`src/rtl/assert_macros.svh`:
```
// ----------------------------------------------------------------------------
// Assertion macros
// Shared wrappers for concurrent assertions; they compile away in synthesis.
// ----------------------------------------------------------------------------
`ifndef ASSERT_MACROS_SVH
`define ASSERT_MACROS_SVH

`ifndef SYNTHESIS
`define HSL_ASSERT(label, clk, rst, prop) \
   label: assert property (@(posedge clk) disable iff (rst) prop) \
      else $error("assertion failed");
`define HSL_ASSERT_NEVER(label, clk, rst, expr) \
   label: assert property (@(posedge clk) disable iff (rst) !(expr)) \
      else $error("forbidden condition seen");
`else
`define HSL_ASSERT(label, clk, rst, prop)
`define HSL_ASSERT_NEVER(label, clk, rst, expr)
`endif

`endif

```
`src/rtl/hsl_pkg.sv`:
```
// ----------------------------------------------------------------------------
// HSL converter package
// Word types, pipeline cell types and constants of the RGB to HSL converter.
// ----------------------------------------------------------------------------
package hsl_pkg;

   localparam int QUOT_BITS = 12;

   localparam logic [14:0] HUE_SECTOR = 15'd3840;
   localparam logic [14:0] HUE_FULL   = 15'd23040;
   localparam logic [14:0] BASE_RED   = 15'd0;
   localparam logic [14:0] BASE_GREEN = 15'd7680;
   localparam logic [14:0] BASE_BLUE  = 15'd15360;
   localparam logic [9:0]  SUM_FULL   = 10'd510;

   localparam logic [1:0] SECTOR_RED   = 2'd0;
   localparam logic [1:0] SECTOR_GREEN = 2'd1;
   localparam logic [1:0] SECTOR_BLUE  = 2'd2;

   typedef struct packed {
      logic [7:0] red;
      logic [7:0] green;
      logic [7:0] blue;
   } pixel_type;

   typedef struct packed {
      logic [14:0] hue;
      logic [7:0]  saturation;
      logic [7:0]  lightness;
   } hsl_type;

   typedef struct packed {
      logic       valid;
      logic [1:0] sector;
      logic [7:0] hi;
      logic [7:0] lo;
      logic       dneg;
      logic [7:0] dmag;
   } prep_type;

   typedef struct packed {
      logic [7:0]           divisor;
      logic [7:0]           rem;
      logic [QUOT_BITS-1:0] work;
   } hue_lane_type;

   typedef struct packed {
      logic [8:0]           divisor;
      logic [8:0]           rem;
      logic [QUOT_BITS-1:0] work;
   } sat_lane_type;

   typedef struct packed {
      logic         valid;
      logic         grey;
      logic         dneg;
      logic [1:0]   sector;
      logic [7:0]   lightness;
      hue_lane_type hue;
      sat_lane_type sat;
   } cell_type;

endpackage

```
`src/rtl/hsl_prep.sv`:
```
// ----------------------------------------------------------------------------
// HSL front stage
// Finds max, min and hue sector, then forms both dividends for the cell row.
// ----------------------------------------------------------------------------
module hsl_prep
   import hsl_pkg::*;
(
   input  logic      clock,
   input  logic      reset,
   input  logic      en,
   input  logic      req_valid,
   input  pixel_type req_word,
   output cell_type  head
);

   prep_type   prep_ff;
   prep_type   prep_in;
   logic [8:0] diff;
   logic [7:0] chroma;
   logic [8:0] sum;
   logic [9:0] sum_rnd;
   logic [8:0] sum_rest;
   logic [7:0] den;
   logic [19:0] hue_num;
   logic [16:0] sat_num;

   always_comb begin
      prep_in.valid = req_valid;
      prep_in.hi = req_word.red;
      if (req_word.green > prep_in.hi) begin
         prep_in.hi = req_word.green;
      end
      if (req_word.blue > prep_in.hi) begin
         prep_in.hi = req_word.blue;
      end
      prep_in.lo = req_word.red;
      if (req_word.green < prep_in.lo) begin
         prep_in.lo = req_word.green;
      end
      if (req_word.blue < prep_in.lo) begin
         prep_in.lo = req_word.blue;
      end
      if (req_word.red >= req_word.green && req_word.red >= req_word.blue) begin
         prep_in.sector = SECTOR_RED;
         diff = {1'b0, req_word.green} - {1'b0, req_word.blue};
      end else if (req_word.green >= req_word.blue) begin
         prep_in.sector = SECTOR_GREEN;
         diff = {1'b0, req_word.blue} - {1'b0, req_word.red};
      end else begin
         prep_in.sector = SECTOR_BLUE;
         diff = {1'b0, req_word.red} - {1'b0, req_word.green};
      end
      prep_in.dneg = diff[8];
      prep_in.dmag = diff[8] ? 8'(-diff) : diff[7:0];
   end

   always_ff @(posedge clock) begin
      if (reset) begin
         prep_ff.valid <= 1'b0;
      end else if (en) begin
         prep_ff.valid <= prep_in.valid;
      end
      if (en) begin
         prep_ff.sector <= prep_in.sector;
         prep_ff.hi     <= prep_in.hi;
         prep_ff.lo     <= prep_in.lo;
         prep_ff.dneg   <= prep_in.dneg;
         prep_ff.dmag   <= prep_in.dmag;
      end
   end

   always_comb begin
      chroma   = prep_ff.hi - prep_ff.lo;
      sum      = {1'b0, prep_ff.hi} + {1'b0, prep_ff.lo};
      sum_rnd  = {1'b0, sum} + 10'd1;
      sum_rest = 9'(SUM_FULL - {1'b0, sum});
      den      = (sum <= sum_rest) ? sum[7:0] : sum_rest[7:0];
      hue_num  = ({12'd0, prep_ff.dmag} << 12) - ({12'd0, prep_ff.dmag} << 8);
      sat_num  = ({9'd0, chroma} << 9) - ({9'd0, chroma} << 1) + {9'd0, den};

      head.valid       = prep_ff.valid;
      head.grey        = (chroma == 8'd0);
      head.dneg        = prep_ff.dneg;
      head.sector      = prep_ff.sector;
      head.lightness   = sum_rnd[8:1];
      head.hue.divisor = chroma;
      head.hue.rem     = hue_num[19:QUOT_BITS];
      head.hue.work    = hue_num[QUOT_BITS-1:0];
      head.sat.divisor = {den, 1'b0};
      head.sat.rem     = {4'd0, sat_num[16:QUOT_BITS]};
      head.sat.work    = sat_num[QUOT_BITS-1:0];
   end

endmodule

```
`src/rtl/hsl_cell.sv`:
```
// ----------------------------------------------------------------------------
// HSL divider cell
// One restoring division step on the hue and saturation lanes per cell.
// ----------------------------------------------------------------------------
module hsl_cell
   import hsl_pkg::*;
(
   input  logic     clock,
   input  logic     reset,
   input  logic     en,
   input  cell_type cell_prev,
   output cell_type cell_next
);

   cell_type    cell_ff;
   cell_type    cell_in;
   logic [9:0]  hue_diff;
   logic [10:0] sat_diff;
   logic        hue_ok;
   logic        sat_ok;

   always_comb begin
      cell_in  = cell_prev;
      hue_diff = {1'b0, cell_prev.hue.rem, cell_prev.hue.work[QUOT_BITS-1]}
               - {2'd0, cell_prev.hue.divisor};
      hue_ok   = !hue_diff[9];
      cell_in.hue.rem = hue_ok ? hue_diff[7:0]
                               : {cell_prev.hue.rem[6:0], cell_prev.hue.work[QUOT_BITS-1]};
      cell_in.hue.work = {cell_prev.hue.work[QUOT_BITS-2:0], hue_ok};
      sat_diff = {1'b0, cell_prev.sat.rem, cell_prev.sat.work[QUOT_BITS-1]}
               - {2'd0, cell_prev.sat.divisor};
      sat_ok   = !sat_diff[10];
      cell_in.sat.rem = sat_ok ? sat_diff[8:0]
                               : {cell_prev.sat.rem[7:0], cell_prev.sat.work[QUOT_BITS-1]};
      cell_in.sat.work = {cell_prev.sat.work[QUOT_BITS-2:0], sat_ok};
   end

   always_ff @(posedge clock) begin
      if (reset) begin
         cell_ff.valid <= 1'b0;
      end else if (en) begin
         cell_ff.valid <= cell_in.valid;
      end
      if (en) begin
         cell_ff.grey      <= cell_in.grey;
         cell_ff.dneg      <= cell_in.dneg;
         cell_ff.sector    <= cell_in.sector;
         cell_ff.lightness <= cell_in.lightness;
         cell_ff.hue       <= cell_in.hue;
         cell_ff.sat       <= cell_in.sat;
      end
   end

   assign cell_next = cell_ff;

endmodule

```
`src/rtl/hsl_post.sv`:
```
// ----------------------------------------------------------------------------
// HSL output stage
// Turns quotients into hue and saturation and holds the result word.
// ----------------------------------------------------------------------------
module hsl_post
   import hsl_pkg::*;
(
   input  logic     clock,
   input  logic     reset,
   input  cell_type cell_last,
   output logic     out_ready,
   output logic     rsp_valid,
   input  logic     rsp_ready,
   output hsl_type  rsp_word
);

   hsl_type     rsp_ff;
   hsl_type     rsp_in;
   logic        rsp_valid_ff;
   logic [14:0] base;
   logic [14:0] top;
   logic [14:0] quot;
   logic [14:0] adj;

   assign out_ready = !rsp_valid_ff || rsp_ready;

   always_comb begin
      case (cell_last.sector)
         SECTOR_RED:   base = BASE_RED;
         SECTOR_GREEN: base = BASE_GREEN;
         SECTOR_BLUE:  base = BASE_BLUE;
         default:      base = BASE_RED;
      endcase
      top  = (cell_last.sector == SECTOR_RED) ? HUE_FULL : base;
      quot = {3'd0, cell_last.hue.work};
      adj  = {14'd0, |cell_last.hue.rem};
      rsp_in.lightness = cell_last.lightness;
      if (cell_last.grey) begin
         rsp_in.hue        = 15'd0;
         rsp_in.saturation = 8'd0;
      end else begin
         rsp_in.hue        = cell_last.dneg ? (top - quot - adj) : (base + quot);
         rsp_in.saturation = cell_last.sat.work[7:0];
      end
   end

   always_ff @(posedge clock) begin
      if (reset) begin
         rsp_valid_ff <= 1'b0;
      end else if (out_ready) begin
         rsp_valid_ff <= cell_last.valid;
      end
      if (out_ready) begin
         rsp_ff <= rsp_in;
      end
   end

   assign rsp_valid = rsp_valid_ff;
   assign rsp_word  = rsp_ff;

endmodule

```
`src/rtl/rgb_to_hsl_converter.sv`:
```
// ----------------------------------------------------------------------------
// RGB to HSL converter
// Converts 8-bit RGB pixels to hue, saturation and lightness at one per clock while unstalled.
// ----------------------------------------------------------------------------
// The request channel takes one RGB pixel per word on req_valid and req_ready.
// The response channel returns one HSL word per pixel, in order, on rsp_valid
// and rsp_ready. Hue is in 1/64 degree, saturation and lightness in 0 to 255.
// An accepted pixel is registered in the front stage, then passes a row of 12
// divider cells that each settle one quotient bit of hue and saturation, and
// one output register before it shows on rsp_valid. Unless the receiver stalls,
// the row takes a new word every cycle, for one pixel per clock sustained.
// Every stage holds its word when the one after it is full and stalled, and
// an empty stage still fills, so the block keeps accepting words while the
// receiver stalls until all 14 stages hold data; then req_ready drops.
// Synchronous reset empties all stages; no word is lost once accepted.
// ----------------------------------------------------------------------------
`include "assert_macros.svh"

module rgb_to_hsl_converter
   import hsl_pkg::*;
(
   input  logic      clock,
   input  logic      reset,
   input  logic      req_valid,
   output logic      req_ready,
   input  pixel_type req_word,
   output logic      rsp_valid,
   input  logic      rsp_ready,
   output hsl_type   rsp_word
);

   cell_type               stage [QUOT_BITS+1];
   logic [QUOT_BITS+1:0]   en;
   logic                   out_ready;

   assign en[QUOT_BITS+1] = out_ready;

   genvar k;
   generate
      for (k = 0; k <= QUOT_BITS; k++) begin : g_en
         assign en[k] = !stage[k].valid || en[k+1];
      end
   endgenerate

   assign req_ready = en[0];

   hsl_prep u_prep (
      .clock     (clock),
      .reset     (reset),
      .en        (en[0]),
      .req_valid (req_valid),
      .req_word  (req_word),
      .head      (stage[0])
   );

   generate
      for (k = 0; k < QUOT_BITS; k++) begin : g_cell
         hsl_cell u_cell (
            .clock     (clock),
            .reset     (reset),
            .en        (en[k+1]),
            .cell_prev (stage[k]),
            .cell_next (stage[k+1])
         );
      end
   endgenerate

   hsl_post u_post (
      .clock     (clock),
      .reset     (reset),
      .cell_last (stage[QUOT_BITS]),
      .out_ready (out_ready),
      .rsp_valid (rsp_valid),
      .rsp_ready (rsp_ready),
      .rsp_word  (rsp_word)
   );

   `HSL_ASSERT(a_hue_range, clock, reset, rsp_valid |-> (rsp_word.hue < HUE_FULL))
   `HSL_ASSERT(a_take_front, clock, reset, (req_valid && req_ready) |=> stage[0].valid)
   `HSL_ASSERT(a_hold_last, clock, reset, (stage[QUOT_BITS].valid && !out_ready) |=> stage[QUOT_BITS].valid)
   `HSL_ASSERT_NEVER(a_grey_sat, clock, reset, rsp_valid && (rsp_word.saturation == 8'd0) && (rsp_word.hue != 15'd0))

endmodule
```
`config.mk`:
```
export PLATFORM = sky130hd
export DESIGN_NAME = rgb_to_hsl_converter
export DESIGN_NICKNAME = d
export VERILOG_FILES = /design/src/rtl/hsl_pkg.sv /design/src/rtl/hsl_prep.sv /design/src/rtl/hsl_cell.sv /design/src/rtl/hsl_post.sv /design/src/rtl/rgb_to_hsl_converter.sv
export VERILOG_INCLUDE_DIRS = /design/src /design/src/rtl
export SDC_FILE = /design/constraint.sdc
export NUM_CORES = 1
export LEC_CHECK = 0
export BUFFER_PORTS_ARGS = -buffer_cell sky130_fd_sc_hd__buf_2
export CAP_MARGIN = 15
export CORE_ASPECT_RATIO = 0.75
export CORE_UTILIZATION = 60
export DETAILED_ROUTE_END_ITERATION = 8
export PLACE_DENSITY = 0.76
export SLEW_MARGIN = 20
export SYNTH_ARGS = -nofsm -noshare
export SYNTH_HDL_FRONTEND = slang
export SYNTH_HIERARCHICAL = 1
export SYNTH_SLANG_ARGS = --single-unit
```
`constraint.sdc`:
```
create_clock -name clock -period 8.6 [get_ports clock]
set_input_delay 2.15 -clock clock [delete_from_list [all_inputs] [get_ports clock]]
set_output_delay 2.15 -clock clock [all_outputs]
set_load 0.01 [all_outputs]
```
; Yosys cells after proc, flatten, opt, wreduce, memory -nomap -nowiden
; Index checks and enable logic that the tools add are counted.
[op_classes]
n_mux = 35
add_sub_neg = 38
n_reduce_logical = 56
magnitude_cmp = 8
eq_ne = 2
[op_table]
columns = op, count
row1 = 2-to-1 mux 8 bit, 18
row2 = subtractor 10 x 9 -> 11 bit, 11
row3 = subtractor 9 x 8 -> 10 bit, 12
row4 = 2-to-1 mux 9 bit, 12
row5 = zero test 1 bit, 38
row6 = 2-to-1 mux 15 bit, 2
row7 = case mux 14 bit (2 select lines), 1
row8 = subtractor 8 x 8 -> 9 bit, 3
row9 = >= comparator 8 bit, 3
row10 = subtractor 20 x 16 -> 20 bit, 1
row11 = adder 17 x 8 -> 17 bit, 1
row12 = subtractor 17 x 9 -> 17 bit, 1
row13 = > comparator 8 bit, 2
row14 = less-than comparator 8 bit, 2
row15 = adder 14 x 12 -> 15 bit, 1
row16 = subtractor 15 x 1 -> 15 bit, 1
row17 = subtractor 15 x 12 -> 15 bit, 1
row18 = logical OR 1 bit, 14
row19 = subtractor 6 x 9 -> 10 bit, 1
row20 = adder 8 x 8 -> 9 bit, 1
row21 = adder 9 x 1 -> 9 bit (second input constant), 1
row22 = less-or-equal comparator 9 bit, 1
row23 = subtractor 9 bit (first input constant), 1
row24 = zero test 8 bit, 1
row25 = other kinds (9), 9
[totals]
inputBits = 28
ff_bits = 871
out_inout_bits = 33

; Logic depth before layout (Yosys ltp)
; Gate-level depths: netlist (run 1).
[logic_depth]
depth_word = 15
mapped_depth = 38
depth_no_buf = 36

; Cells and area by module
; Netlist (run 1), hierarchy kept.
[modules_own_cells]
columns = module, area_each_um2, seq_area_each_um2, cells_per_inst, n_inst
row1 = hsl_cell (g_cell[1].u_cell ...), 3069.2, 2122.0, 199, 6
row2 = hsl_cell (g_cell[0].u_cell ...), 3067.9, 2122.0, 199, 6
row3 = hsl_prep, 4983.5, 830.8, 586, 1
row4 = hsl_post, 2195.9, 950.9, 203, 1
row5 = rgb_to_hsl_converter, 135.1, 0.0, 21, 1

; Least setup slack after synthesis (run 1)
; OpenSTA, ideal clock, no wires.
[synth_path]
path_kind = reg2reg
start = register u_prep/prep_ff[9] in the netlist's numbering
end = register g_cell[0].u_cell.cell_ff, in the netlist g_cell[0].u_cell/cell_next[19] (data pin)
slack_ns = 1.452
arrival_time_ns = 6.893
setup_ns = 0.255
required_time_ns = 8.345
n_path_buf = 1
stages_incl_launch_ff = 33
path_cell_list = edfxtp_1 > ha_1 > inv_1 > fa_1 > nor3_2 > nor3_1 > xnor2_2 > or3_1 > or3_1 > ha_1 > nand4_1 > o21ai_0 > a21oi_1 > a32o_1 > nor2_1 > mux2_2 > inv_1 > ha_1 > and3_1 > o221a_1 > a2111oi_2 > o21ai_1 > a221oi_2 > nor2_2 > a21oi_1 > o21a_1 > xnor2_1 > ha_1 > a21o_1 > a221oi_2 > o211ai_2 > buf_6 > a31o_1
[synth_lines]
columns = element, line
row1 = start: declaration, hsl_prep.sv:16  ; prep_type prep_ff;
row2 = end: declaration, hsl_cell.sv:15  ; cell_type cell_ff;

==> results of run 1 <==
## layer usage
layer	wire length, µm	vias to the layer above
li1	-	11600
met1	32000	11300
met2	34200	413
met3	2370	118
met4	1680	0
met5	0	-
## per-stage QoR
step	worst slack, ns	hold WS, ns
4_1_cts	0.423	0.396
3_5_place_dp	0.416	0.405
3_3_place_gp	0.625	0.400
5_1_grt	0.0608	0.402
2_1_floorplan	1.45	0.400
6_report	0.597	0.393
## critical path, delay by kind of cell (launching register included)
family,cells,cell delay (ns)
xor gates and xnor gates,2,0.44
muxes,2,0.56
and+or+nand+nor,8,1.84
AOI/OAI and AO/OA,11,2.81
DFF,1,0.35
adders and majority gates,5,1.61
buffers and inverters,2,0.13
## path summary, 6_finish.rpt
check / slack [ns] / start / end
worst max-delay path: 0.60 / u_prep/prep_ff[9] / g_cell[0].u_cell/cell_next[13]
worst min-delay path: 0.39 / g_cell[0].u_cell/cell_next[58] / g_cell[1].u_cell/cell_next[58]
worst max register to register: 0.60 / u_prep/prep_ff[9] / g_cell[0].u_cell/cell_next[13]
worst min register to register: 0.39 / g_cell[0].u_cell/cell_next[58] / g_cell[1].u_cell/cell_next[58]
## what timing repair did
item                                    CTS  global route
endpoints found under the setup margin    0             8
buffers inserted                          0             0
gates resized for setup                   0             2
## flip-flops by register name (all words and copies together), names as in the netlist
register	flops
u_prep/prep_ff	24
u_prep/head	4
u_post/rsp_valid	1
u_post/rsp_word	31
g_cell.u_cell/cell_next	784
## layout by cell type, fill, tap and decap left out, drive strengths merged, types with 84 or more instances in the layout
cell type,instances
inv,375
nand2,117
edfxtp,830
mux2,89
xnor2,126
a21oi,186
clkbuf,95
ha,305
a21o,84
nor2,181
## final cells by class
class                           count  area share, %
Sequential cell                   844           55.2
Inverter                          373           3.07
Tap cell                          935           2.56
Clock buffer                       95           4.55
Multi-Input combinational cell   1838           32.7
Clock inverter                     53          0.940
Timing Repair Buffer               77          0.937
==> qor.txt, run 1 <==
DIE
--------------------------------------------------------------------------------------
Die Span Y ..............................................................       231 µm
Area of the die .........................................................    70800 µm²
Die X-Extent ............................................................       307 µm
Core Region .............................................................    68700 µm²
Ports ...................................................................           61
Placement Rows ..........................................................           83
Initial Utilization .....................................................        60.9%

GLOBAL ROUTE
--------------------------------------------------------------------------------------
GR Overflow Total .......................................................            0
Maximum number of pins on one net before global-route repair ............           71
Vias in the first global route ..........................................        23800
Total routing usage reported by global routing ..........................        20.1%
Met2 usage in global routing ............................................        34.8%
GR Util met3 ............................................................        3.16%
Antenna violations before repair ........................................            0
Met1 global-route usage .................................................        26.3%
GR peak layer ...........................................................         met2
Global-route wire length before repair ..................................       116 mm

WORST HOLD PATH
--------------------------------------------------------------------------------------
Cell count of the worst hold path .......................................            0
Path class of the lowest-slack min-delay path ........................... flip-flop to flip-flop

FINAL LAYOUT
--------------------------------------------------------------------------------------
Sequential cell area in the final layout ................................    25200 µm²
Fillcell total ..........................................................         4849
Multi-input gate area in the final layout ...............................    15000 µm²
Number of nets in the layout ............................................         3578
Fin area ................................................................    45700 µm²
Non-filler cells in the finished layout .................................         4215
Core occupancy in the finished layout ...................................        66.4%
Ratio of cells with drive above 1 in the final layout ...................        12.1%
Synthesis-to-finish area growth .........................................        9.13%
Number of antenna diodes ................................................            0

PLACED DESIGN
--------------------------------------------------------------------------------------
Post-Place Cells ........................................................         4067
Number of input and output port buffers inserted ........................           60
Estimated wirelength of the detail-placed design ........................      51.1 mm
Area of placed instances ................................................    43100 µm²
Global placement routability congestion .................................        0.868

CLOCKING
--------------------------------------------------------------------------------------
Buffer levels on the longest clock path .................................            3
Clk Latency, worst-skew pair ............................................      0.64 ns
Clock slew at the register clock pins of the worst setup and hold paths .      0.06 ns
Clock buffers created by TritonCTS ......................................           81
Clock tree root buffer cell .............................................    clkbuf_16
CTS tree ................................................................         done
H-Tree Depth ............................................................            3
Hold-fix buffers, CTS ...................................................            0
TritonCTS Sinks .........................................................          844

WORST SETUP PATH
--------------------------------------------------------------------------------------
Class of the most critical setup path ................................... flip-flop to flip-flop
Crit path max-delay cell type ...........................................        or3_1
Data arrival time of the critical path ..................................      8.37 ns
Slowest Stage Delay on Critical Path ....................................      0.48 ns
Number of cells on the worst reg-to-reg path ............................           30
Crit end category .......................................................    flip-flop
Critical path required time .............................................      8.96 ns
Maximum fanout encountered on the critical timing path ..................           14
Most common cell type on the critical path ..............................         ha_1
CP startpoint kind ......................................................    flip-flop

DRT
--------------------------------------------------------------------------------------
Router iterations before antenna repair .................................            5
First-iteration detailed-routing DRC count ..............................         1170
Average wire per standard cell ..........................................      16.7 µm
Wire length after detailed routing ......................................      70.3 mm
Final ANT Viol Nets .....................................................            0
Via density per instance ................................................         5.55
DRC violations left .....................................................            0
Via count ...............................................................        23400

STA
--------------------------------------------------------------------------------------
Relative slew slack .....................................................        25.5%
Time the final worst path needs with I/O delays and setup ...............      8.00 ns
# setup viols final .....................................................            0
Transition at the pin with the smallest max-transition slack ............      1.12 ns
Highest Clock Rate ......................................................      125 MHz
Setup TNS ...............................................................         0 ns
Final period utilization ................................................        93.1%
Final Max Slew Viols ....................................................            0
Number of hold-slack violations in the final timing report ..............            0
Setup repair after global routing missed its margin .....................           no
Final Skew ..............................................................    0.0417 ns

SYNTHESIS
--------------------------------------------------------------------------------------
Avg Synthesized Cell Area ...............................................     13.5 µm²
Post-Syn Instances ......................................................         3091
Warnings from Yosys .....................................................            6
Post-synthesis instance area ............................................    41800 µm²

RUN STATUS
--------------------------------------------------------------------------------------
Outcome .................................................................    completed

RUN
--------------------------------------------------------------------------------------
Count of max-cap constraint violations ..................................            0

Power of run 1 is left out: the tool's default activity adds up to more than one toggle a clock period on the data nets, which glitch-free logic cannot reach.
==> run 2: changes to the inputs <==
--- a/config.mk
+++ b/config.mk
@@ -11,9 +11,11 @@
 export CORE_ASPECT_RATIO = 0.75
 export CORE_UTILIZATION = 60
 export DETAILED_ROUTE_END_ITERATION = 8
+export MAX_ROUTING_LAYER = met4
 export PLACE_DENSITY = 0.76
 export SLEW_MARGIN = 20
 export SYNTH_ARGS = -nofsm -noshare
 export SYNTH_HDL_FRONTEND = slang
 export SYNTH_HIERARCHICAL = 1
 export SYNTH_SLANG_ARGS = --single-unit
+export TNS_END_PERCENT = 5
==> qor.txt, run 2 (synthesis gave the netlist of run 1 again) <==
CLOCKING
--------------------------------------------------------------------------------------
Clk Latency, worst-skew pair ............................................      0.64 ns   about the same
H-Tree Depth ............................................................            3   unchanged
Buffer levels on the longest clock path .................................            3   unchanged
Clock slew at the register clock pins of the worst setup and hold paths .      0.06 ns   about the same
Number of gates resized after cts .......................................            0   unchanged
Hold-fix buffers, CTS ...................................................            0   unchanged
Clock buffers created by TritonCTS ......................................           82   +1.2%
CTS tree ................................................................         done
Clock tree root buffer cell .............................................    clkbuf_16
TritonCTS Sinks .........................................................          844   unchanged
Post-CTS setup-driven buffer insertion count ............................            0   unchanged

DRT
--------------------------------------------------------------------------------------
Via count ...............................................................        23300   -0.33%
Average wire per standard cell ..........................................      16.9 µm   +1.4%
Router iterations before antenna repair .................................            6   +1
DRC violations left .....................................................            0   unchanged
Via density per instance ................................................         5.53   -0.31%
First-iteration detailed-routing DRC count ..............................         1300   +11%
Wire length after detailed routing ......................................      71.3 mm   +1.3%
Final ANT Viol Nets .....................................................            0   unchanged

PLACED DESIGN
--------------------------------------------------------------------------------------
Number of input and output port buffers inserted ........................           60   unchanged
Global placement routability congestion .................................        0.891   +2.6%
Estimated wirelength of the detail-placed design ........................      51.3 mm   +0.40%
Area of placed instances ................................................    43100 µm²   unchanged

WORST SETUP PATH
--------------------------------------------------------------------------------------
End point of the critical path .......................................... g_cell[0].u_cell/cell_next[16]
Buffers and inverters on the worst path .................................            2   unchanged
Largest delay share family, worst path .................................. compound AO/OA/AOI/OAI gates
Reg-to-Reg End .......................................................... g_cell[0].u_cell/cell_next[16]
Critical path required time .............................................      8.98 ns   +0.02 ns
Worst setup startpoint .................................................. u_prep/prep_ff[9]
Crit end category .......................................................    flip-flop
Maximum fanout encountered on the critical timing path ..................           14   unchanged
Number of cells on the worst reg-to-reg path ............................           30   unchanged
Data arrival time of the critical path ..................................      8.41 ns   +0.04 ns
Worst path depth ........................................................           30   unchanged
Crit path max-delay cell type ...........................................        or3_1
Minimum setup slack among reg-to-reg paths ..............................      0.57 ns   -0.03 ns
Most common cell type on the critical path ..............................         ha_1
Reg-to-reg startpoint ................................................... u_prep/prep_ff[9]
Slowest Stage Delay on Critical Path ....................................      0.48 ns   about the same
CP startpoint kind ......................................................    flip-flop
Class of the most critical setup path ................................... flip-flop to flip-flop

STA
--------------------------------------------------------------------------------------
Setup TNS ...............................................................         0 ns   unchanged
Time the final worst path needs with I/O delays and setup ...............      8.03 ns   +0.0255 ns
Relative slew slack .....................................................        23.6%   -1.8 points
Highest Clock Rate ......................................................      125 MHz   -0.32%
Final Skew ..............................................................    0.0343 ns   -0.00739 ns
Number of hold-slack violations in the final timing report ..............            0   unchanged
Transition at the pin with the smallest max-transition slack ............      1.15 ns   +0.0275 ns
Final period utilization ................................................        93.4%   +0.30 points
Final Max Slew Viols ....................................................            0   unchanged
Setup repair after global routing missed its margin .....................           no
# setup viols final .....................................................            0   unchanged

FINAL LAYOUT
--------------------------------------------------------------------------------------
Most frequent standard cell in the layout excluding fill and tap cells ..     edfxtp_1
Fillcell total ..........................................................         4780   -1.4%
Number of antenna diodes ................................................            0   unchanged
Ratio of cells with drive above 1 in the final layout ...................        12.1%   +0.065 points
Number of nets in the layout ............................................         3579   +0.028%
Synthesis-to-finish area growth .........................................        9.58%
Flip-flop count of the largest register, all copies and words added .....          784   unchanged
Sequential cell area in the final layout ................................    25200 µm²   unchanged
Commonest cells after routing, fill and taps aside ...................... edfxtp_1, inv_1, ha_1
Core occupancy in the finished layout ...................................        66.7%   +0.28 points
Multi-input gate area in the final layout ...............................    15000 µm²   about the same
Fin area ................................................................    45900 µm²   +0.42%

GLOBAL ROUTE
--------------------------------------------------------------------------------------
Global-route wire length before repair ..................................       117 mm   +1.1%
Met2 usage in global routing ............................................        35.2%   +0.40 points
Vias in the first global route ..........................................        23800   +0.084%
Antenna violations before repair ........................................            0   unchanged
GR Overflow Total .......................................................            0   unchanged
Met1 global-route usage .................................................        26.5%   +0.24 points
GR Util met3 ............................................................        2.97%   -0.19 points
GR peak layer ...........................................................         met2
Maximum number of pins on one net before global-route repair ............           71   unchanged
Total routing usage reported by global routing ..........................        21.1%   +0.97 points

DIE
--------------------------------------------------------------------------------------
Core Region .............................................................    68700 µm²   unchanged
Die Span Y ..............................................................       231 µm   unchanged
Area of the die .........................................................    70800 µm²   unchanged
Placement Rows ..........................................................           83   unchanged
Die X-Extent ............................................................       307 µm   unchanged
Initial Utilization .....................................................        60.9%   unchanged
Ports ...................................................................           61   unchanged

RUN
--------------------------------------------------------------------------------------
Count of max-cap constraint violations ..................................            0   unchanged

RUN STATUS
--------------------------------------------------------------------------------------
Outcome .................................................................    completed

WORST HOLD PATH
--------------------------------------------------------------------------------------
Path class of the lowest-slack min-delay path ........................... flip-flop to flip-flop
Hold Path Origin ........................................................ g_cell[2].u_cell/cell_next[37]

-- run 2: cell count changes in the layout (fill, tap and decap cells not counted), sizes merged --
cell and delta:
bufinv +7, clkinv -19, clkbuf +11
-- run 2: worst min-delay path by stage --
stage                                                 end  depth (start not counted)
after floorplan           g_cell[10].u_cell/cell_next[11]                          0
after global placement    g_cell[10].u_cell/cell_next[40]                          0
after detailed placement  g_cell[10].u_cell/cell_next[31]                          0
after CTS                  g_cell[3].u_cell/cell_next[38]                          0
after global routing       g_cell[3].u_cell/cell_next[38]                          0
final                      g_cell[3].u_cell/cell_next[38]                          0
-- run 2: layer usage --
layer / vias to the layer above / share of wire (%) / wire length, µm
li1: 11600 / - / -
met5: - / 0 / 0
met3: 151 / 3.6 / 2530
met1: 11100 / 45 / 31900
met2: 479 / 49 / 34700
met4: 0 / 3.0 / 2160
-- run 2: metrics by stage --
| step | worst slack [ns] | hold WS [ns] | std cells |
|---|---|---|---|
| after global placement | 0.615 | 0.400 | 4067 |
| after global routing | 0.103 | 0.398 | 4214 |
| final | 0.571 | 0.403 | 4214 |
| after CTS | 0.470 | 0.398 | 4214 |
| after detailed placement | 0.480 | 0.405 | 4067 |
| after floorplan | 1.45 | 0.400 | 3103 |
-- run 2: worst register-to-register path, delay by kind of cell (launching register included) --
kind                     cells  cell delay [ns]
AO/OA/AOI/OAI               12             2.99
XOR/XNOR                     2             0.48
adder cells (fa/ha/maj)      5             1.55
buffers and inverters        2             0.13
flip-flops                   1             0.35
multiplexers                 2             0.55
AND/OR/NAND/NOR              7             1.73
-- run 2: area by class of cell --
cell class	count	share of cell area, %
Clock buffer	106	4.67
Clock inverter	41	1.21
Inverter	373	3.05
Multi-Input combinational cell	1838	32.6
Sequential cell	844	55.0
Tap cell	935	2.55
Timing Repair Buffer	77	0.933
Power of run 2 is left out for the same reason.
